### src/rtl/core/hnpf_pkg.sv
// ----------------------------------------------------------------------------
// hnpf_pkg
// Shared types and constants for the half neighbor pair filter.
// ----------------------------------------------------------------------------
package hnpf_pkg;

   localparam int MAX_NEIGH       = 2048;
   localparam int COUNT_W         = 12;
   localparam int COUNT_FIELD_MAX = (1 << COUNT_W) - 1;

   // Saturation point of the per-owner count, clipped to what the field shows
   localparam logic [COUNT_W-1:0] COUNT_LIMIT =
      COUNT_W'((MAX_NEIGH > COUNT_FIELD_MAX) ? COUNT_FIELD_MAX : MAX_NEIGH);

   localparam int IDX_W   = 29;
   localparam int WORD_W  = 32;
   localparam int COORD_W = 32;
   localparam int CSR_W   = 64;

   typedef enum logic [2:0] {
      CSR_NEWTON_MODE    = 3'd0,
      CSR_TRICLINIC_MODE = 3'd1,
      CSR_TRIM_MODE      = 3'd2,
      CSR_LOCAL_COUNT    = 3'd3,
      CSR_TIE_DELTA      = 3'd4,
      CSR_CUTOFF_SQ      = 3'd5
   } csr_index_type;

   typedef struct packed {
      logic        newton_mode;
      logic        triclinic_mode;
      logic        trim_mode;
      logic [29:0] local_count;
      logic [30:0] tie_delta;
      logic [63:0] cutoff_sq;
   } cfg_type;

   localparam cfg_type CFG_RESET = '{
      newton_mode:    1'b1,
      triclinic_mode: 1'b0,
      trim_mode:      1'b0,
      local_count:    30'd0,
      tie_delta:      31'd655,
      cutoff_sq:      64'd0
   };

   typedef logic [COORD_W-1:0] mag_type;

endpackage

### src/rtl/core/hnpf_geom.sv
// ----------------------------------------------------------------------------
// hnpf_geom
// Half-list ordering decision and per-axis distance magnitudes for one pair.
// ----------------------------------------------------------------------------
module hnpf_geom (
   input  hnpf_pkg::cfg_type                          cfg,
   input  logic [hnpf_pkg::IDX_W-1:0]                 owner_index,
   input  logic [hnpf_pkg::IDX_W-1:0]                 neighbor_index,
   input  logic signed [hnpf_pkg::COORD_W-1:0]        owner_x,
   input  logic signed [hnpf_pkg::COORD_W-1:0]        owner_y,
   input  logic signed [hnpf_pkg::COORD_W-1:0]        owner_z,
   input  logic signed [hnpf_pkg::COORD_W-1:0]        neighbor_x,
   input  logic signed [hnpf_pkg::COORD_W-1:0]        neighbor_y,
   input  logic signed [hnpf_pkg::COORD_W-1:0]        neighbor_z,
   output logic                                       keep_order,
   output hnpf_pkg::mag_type                          mag_x,
   output hnpf_pkg::mag_type                          mag_y,
   output hnpf_pkg::mag_type                          mag_z
);

   logic signed [hnpf_pkg::COORD_W:0] dx;
   logic signed [hnpf_pkg::COORD_W:0] dy;
   logic signed [hnpf_pkg::COORD_W:0] dz;
   logic                              nbr_local;
   logic                              z_far;
   logic                              y_far;
   logic                              tri_keep;
   logic                              ortho_keep;

   // Differences need one extra bit; their magnitude still fits 32 bits
   assign dx = {neighbor_x[hnpf_pkg::COORD_W-1], neighbor_x}
             - {owner_x[hnpf_pkg::COORD_W-1], owner_x};
   assign dy = {neighbor_y[hnpf_pkg::COORD_W-1], neighbor_y}
             - {owner_y[hnpf_pkg::COORD_W-1], owner_y};
   assign dz = {neighbor_z[hnpf_pkg::COORD_W-1], neighbor_z}
             - {owner_z[hnpf_pkg::COORD_W-1], owner_z};

   assign mag_x = dx[hnpf_pkg::COORD_W] ? hnpf_pkg::COORD_W'(-dx) : dx[hnpf_pkg::COORD_W-1:0];
   assign mag_y = dy[hnpf_pkg::COORD_W] ? hnpf_pkg::COORD_W'(-dy) : dy[hnpf_pkg::COORD_W-1:0];
   assign mag_z = dz[hnpf_pkg::COORD_W] ? hnpf_pkg::COORD_W'(-dz) : dz[hnpf_pkg::COORD_W-1:0];

   assign nbr_local = {1'b0, neighbor_index} < cfg.local_count;

   assign z_far = mag_z > {1'b0, cfg.tie_delta};
   assign y_far = mag_y > {1'b0, cfg.tie_delta};

   always_comb begin
      if (z_far) begin
         tri_keep = neighbor_z >= owner_z;
      end else if (y_far) begin
         tri_keep = neighbor_y >= owner_y;
      end else begin
         tri_keep = neighbor_x >= owner_x;
      end

      // exact lexicographic order, z first
      if (neighbor_z != owner_z) begin
         ortho_keep = neighbor_z > owner_z;
      end else if (neighbor_y != owner_y) begin
         ortho_keep = neighbor_y > owner_y;
      end else begin
         ortho_keep = neighbor_x >= owner_x;
      end

      if (!cfg.newton_mode) begin
         keep_order = neighbor_index > owner_index;
      end else if (nbr_local) begin
         keep_order = owner_index <= neighbor_index;
      end else if (cfg.triclinic_mode) begin
         keep_order = tri_keep;
      end else begin
         keep_order = ortho_keep;
      end
   end

endmodule

### config.mk
export PLATFORM = sky130hd
export DESIGN_NAME = hnpf_geom
export DESIGN_NICKNAME = d
export VERILOG_FILES = /design/src/rtl/core/hnpf_pkg.sv /design/src/rtl/core/hnpf_geom.sv
export SDC_FILE = /design/constraint.sdc
export NUM_CORES = 1
export LEC_CHECK = 0
export BUFFER_PORTS_ARGS = -buffer_cell sky130_fd_sc_hd__buf_2
export CORE_AREA = 2 2 183 185
export DETAILED_ROUTE_END_ITERATION = 7
export DIE_AREA = 0 0 185 187
export SETUP_SLACK_MARGIN = 0.1
export SYNTH_ARGS = -nofsm -noshare
export SYNTH_HDL_FRONTEND = slang
export SYNTH_SLANG_ARGS = --single-unit
### constraint.sdc
create_clock -name vclk -period 7.6
set_clock_uncertainty 0.05 [all_clocks]
set_input_delay 0.38 -clock vclk [all_inputs]
set_output_delay 0.38 -clock vclk [all_outputs]
set_load 0.02 [all_outputs]
# After elaboration in Yosys (flattened, before gate mapping)
# Index checks and enable logic that the tools add are counted.
[classes] order_cmp=10 add_sub_neg=6 n_mux=10 n_eq_ne=2
[ops] operator="$sub A32 B32 Y33" count=3
[ops] operator="$ge A32 B32 Y1" count=3
[ops] operator="$mux W32" count=3
[ops] operator="$neg A32 Y32" count=3
[ops] operator="$gt A32 B31 Y1" count=2
[ops] operator="$gt A32 B32 Y1" count=2
[ops] operator="$ne A32 B32 Y1" count=2
[ops] operator="$lt A29 B30 Y1" count=1
[ops] operator="$gt A29 B29 Y1" count=1
[ops] operator="$le A29 B29 Y1" count=1
[ops] operator="$mux W1" count=7
[word_totals] output_inout_bits=97 register_bits=0 elab_cells=28

# Longest topological paths before layout
[depth] word_depth=9 ltp_mapped=29 depth_no_buf=29

# Worst setup path after synthesis
# OpenSTA, ideal clock, no wires.
[synth_path] path_kind="input-to-output" startpoint="input neighbor_z[0] (netlist bit)" endpoint="output keep_order" arrival_ns=5.771 slack_ns=1.399 required_ns=7.170 cell_stages=28 cell_sequence="inv_1 ha_1 fa_1 nand2b_1 a21oi_1 o31ai_4 o21a_1 o31a_1 a21oi_1 a21oi_1 nand3_1 o21ai_0 clkbuf_1 o21ai_0 ha_1 nor2b_1 o21a_1 o21a_1 o21ai_0 a211oi_1 o31a_1 o21a_1 o21ai_0 a21boi_0 o21ai_0 o31ai_2 nor2b_1 o31ai_2"
[synth_via] elab_chain_cells=8
[synth_rtl] element="from (decl)" line_no="hnpf_geom.sv:14" text="input logic signed [hnpf_pkg::COORD_W-1:0] neighbor_z,"
[synth_rtl] element="$sub A32 B32 Y33 *" line_no="hnpf_geom.sv:36" text="- {owner_z[hnpf_pkg::COORD_W-1], owner_z};"
[synth_rtl] element="$neg A32 Y32" line_no="hnpf_geom.sv:40" text="assign mag_z = dz[hnpf_pkg::COORD_W] ? hnpf_pkg::COORD_W'(-dz) : dz[hnpf_pkg::COORD_W-1:0];"
[synth_rtl] element="$mux W32 *" line_no="hnpf_geom.sv:40"
[synth_rtl] element="named net mag_z[1]" line_no="hnpf_geom.sv:18" text="output hnpf_pkg::mag_type mag_z"
[synth_rtl] element="$gt A32 B31 Y1 *" line_no="hnpf_geom.sv:44" text="assign z_far = mag_z > {1'b0, cfg.tie_delta};"
[synth_rtl] element="$mux W1 *" line_no="hnpf_geom.sv:48" text="if (z_far) begin"
[synth_rtl] element="$mux W1 *" line_no="hnpf_geom.sv:69" text="end else if (cfg.triclinic_mode) begin"
[synth_rtl] element="$mux W1 *" line_no="hnpf_geom.sv:67" text="end else if (nbr_local) begin"
[synth_rtl] element="$mux W1 *" line_no="hnpf_geom.sv:65" text="if (!cfg.newton_mode) begin"
[synth_rtl] element="to (decl)" line_no="hnpf_geom.sv:15" text="output logic keep_order,"
# Mark *: on every way through the listed nets, which the timed path passes. The rest lies on a longest branch.

# Final worst setup path
[layout_path] startpoint="input owner_z[0] (netlist bit)" endpoint="output keep_order"
[layout_via] elab_chain_cells=8
[layout_rtl] element="from (decl)" line_no="hnpf_geom.sv:11" text="input logic signed [hnpf_pkg::COORD_W-1:0] owner_z,"
[layout_rtl] element="$sub A32 B32 Y33" line_no="hnpf_geom.sv:36"
[layout_rtl] element="$neg A32 Y32" line_no="hnpf_geom.sv:40"
[layout_rtl] element="$mux W32" line_no="hnpf_geom.sv:40"
[layout_rtl] element="$gt A32 B31 Y1" line_no="hnpf_geom.sv:44"
[layout_rtl] element="$mux W1" line_no="hnpf_geom.sv:48"
[layout_rtl] element="$mux W1 *" line_no="hnpf_geom.sv:69"
[layout_rtl] element="$mux W1 *" line_no="hnpf_geom.sv:67"
[layout_rtl] element="$mux W1 *" line_no="hnpf_geom.sv:65"
# Every way passes the cells marked *; elsewhere a longest branch is shown, timed or not.

==> metrics <==
crit path time final roughly 6.9 ns; most frequent cells in the layout 410 x buf_2, 221 x ha_1, 220 x inv_1; area delta synth->final 22.1%; Netlist cell types between 80 and 90; Fmax between 0.1 and 0.15 GHz; vias in the first global route roughly 13000; post-route ant nets 0; Hold Violations, Final 0; Core Rows 67; crit path DAT roughly 6.5 ns; I/O Buffers approximately 400; critical path class input port to primary output; Final period util approximately nine tenths; CP Launch Type input port; leading cell type in the layout, fill and taps excluded buf_2; max_cap viols 0; gpl congestion 0.936; gr ovfl total 0; share of layout cells above drive strength 1 a little over a fifth; Die X roughly 190 µm; register area 0 µm²; Slowest-stage cell, CP fa_1; Slew Limit Fails 0; Worst Setup EP keep_order; post-DR vias/cell about 5.4; vias post-DR 13800; setup tns final 0 ns; outcome completed; Power Dens Cells between 100 and 150 nW/µm²; synthesized area approximately 11000 µm²; initial cell density of the core around a third; VDD IR max 0.117 mV; Syn Nets between 2000 and 2500; WL/cell 16.9 µm; Final WS setup around 0.70 ns; final sequential cell count 0; HP Class input port to primary output; drt total wl 42800 µm; CP max FO 15; P_leak between 0.007 and 0.008 µW; Die Y between 150 and 200 µm; Synth warnings 0; worst setup path startpoint owner_z[0]; DRC viols 0; worst slew pin tran approximately 0.93 ns; CP peak stage delay about 0.4 ns; # clk buffers 0; largest net degree at the start of global routing 19; Place WS approximately 0.47 ns; TritonRoute pass-1 iters 5; # setup viols final 0; CTS hold repair buffers 0; Setup Fix Bufs, Post-CTS 0; Core Box Area between 30000 and 40000 µm²; Max-slew headroom 36.2%; crit-path most repeated cell a21oi_1; DR iter-0 viols 806; Critical Path RT 7.17 ns; HPWL after DPL around 38000 µm; first-pass GRT wire length between 60000 and 70000 µm; # IOs 475; Worst setup EP type primary output; RSZ-0062 raised after global routing false; syn avg cell area 6.69 µm²; post-synthesis sequential area ratio 0%; initial antenna violation count 10; nets@finish ~2700; die area approximately 35000 µm²; Cells after Synth about 1700; GRT Overall Usage approximately a quarter
## what timing repair did
item / in CTS / in global routing
setup endpoints to repair: 0 / 1
gates resized for setup: 0 / 5
hold endpoints to repair: 0 / 0
## report_power, final
group	switching, µW	leakage (µW)	total (µW)	internal (µW)
clock	0	0.0000000190	0.0000528	0.0000528
combinational	1290	0.00732	2060	765
sequential	0	0	0	0
total	1290	0.00732	2060	765
## per-stage QoR
| stage | instances | area, µm² | utilization (%) | hold WS, ns | power (µW) |
|---|---|---|---|---|---|
| after detailed placement | 2535 | 14000 | 42.5 | 1.13 | 2040 |
| after floorplan | 1713 | 11500 | - | 0.879 | 1370 |
| after CTS | 2535 | 14000 | 42.5 | 1.13 | 2050 |
| after global placement | 2535 | 14000 | 42.5 | 1.12 | 2010 |
| after global routing | 2536 | 14000 | 42.6 | 1.14 | 2250 |
| final | 2538 | 14000 | 42.6 | 1.12 | 2060 |
## synth_stat cells, drive strengths merged, types with 5 or more instances
cell type | number | area (µm²)
nor4 | 15 | 100
nand3b | 8 | 60.1
xnor2 | 98 | 858
a21oi | 154 | 774
nand3 | 44 | 220
inv | 220 | 826
nor4b | 5 | 43.8
and4 | 11 | 96.3
or4 | 11 | 86.3
a211o | 7 | 61.3
o211a | 5 | 50.1
a21o | 72 | 548
xor2 | 60 | 526
a221oi | 5 | 43.8
ha | 221 | 2770
nor3 | 37 | 185
o31ai | 21 | 181
o2111ai | 5 | 43.8
clkbuf | 40 | 150
o21a | 27 | 203
o31a | 5 | 43.8
o21bai | 9 | 67.6
a21boi | 6 | 45.0
a2111oi | 8 | 71.3
nor2b | 33 | 206
a31oi | 20 | 140
and2 | 13 | 81.3
or3 | 11 | 68.8
or2 | 11 | 68.8
a211oi | 21 | 158
nand2b | 29 | 181
nand4 | 41 | 257
and3 | 13 | 81.3
o21ai | 114 | 571
nand2 | 121 | 454
nor2 | 117 | 447
o211ai | 12 | 90.1
## worst max-delay path, delay by kind of cell
kind / cells / cell delay [ns]
xor+xnor: 1 / 0.24
buf+inv: 3 / 0.56
simple gates: 4 / 0.53
compound gates: 19 / 3.85
fa+ha+maj: 3 / 0.90
## logic make-up (layout without fill, tap and decap cells)
group                    after synthesis  in the layout  synth area share [%]
multiplexers                           4              4                 0.349
AND/OR/NAND/NOR                      532            532                  24.0
other                                  0              3                     0
XOR/XNOR                             158            158                  12.1
AO/OA/AOI/OAI                        533            533                  30.3
buffers and inverters                262            636                  8.61
adder cells (fa/ha/maj)              224            224                  24.7
## cell type report
type / count / area, µm²
inverter: 220 / 826
fill: 3555 / 18900
antenna: 3 / 7.51
timing repair buffer: 416 / 2100
tap: 448 / 561
multi-input combinational: 1451 / 10500
## per-layer routing
metal	vias to the layer above	global-route usage, %	share of wire, %
met5	-	0	0.22
met4	14	4.61	2.5
met3	60	3.33	7.0
met2	501	42.0	48
met1	6286	29.4	43
li1	6941	-	-
## how the worst min path moves through the flow
stage / end / cells after the start / slack (ns) / start
5_1_grt: keep_order / 4 / 1.14 / cfg[126]
3_3_place_gp: keep_order / 4 / 1.12 / cfg[126]
2_1_floorplan: keep_order / 2 / 0.88 / cfg[126]
6_report: keep_order / 4 / 1.12 / cfg[126]
3_5_place_dp: keep_order / 4 / 1.13 / cfg[126]
4_1_cts: keep_order / 4 / 1.13 / cfg[126]
Note: power is estimated with default switching activity, not from simulation.
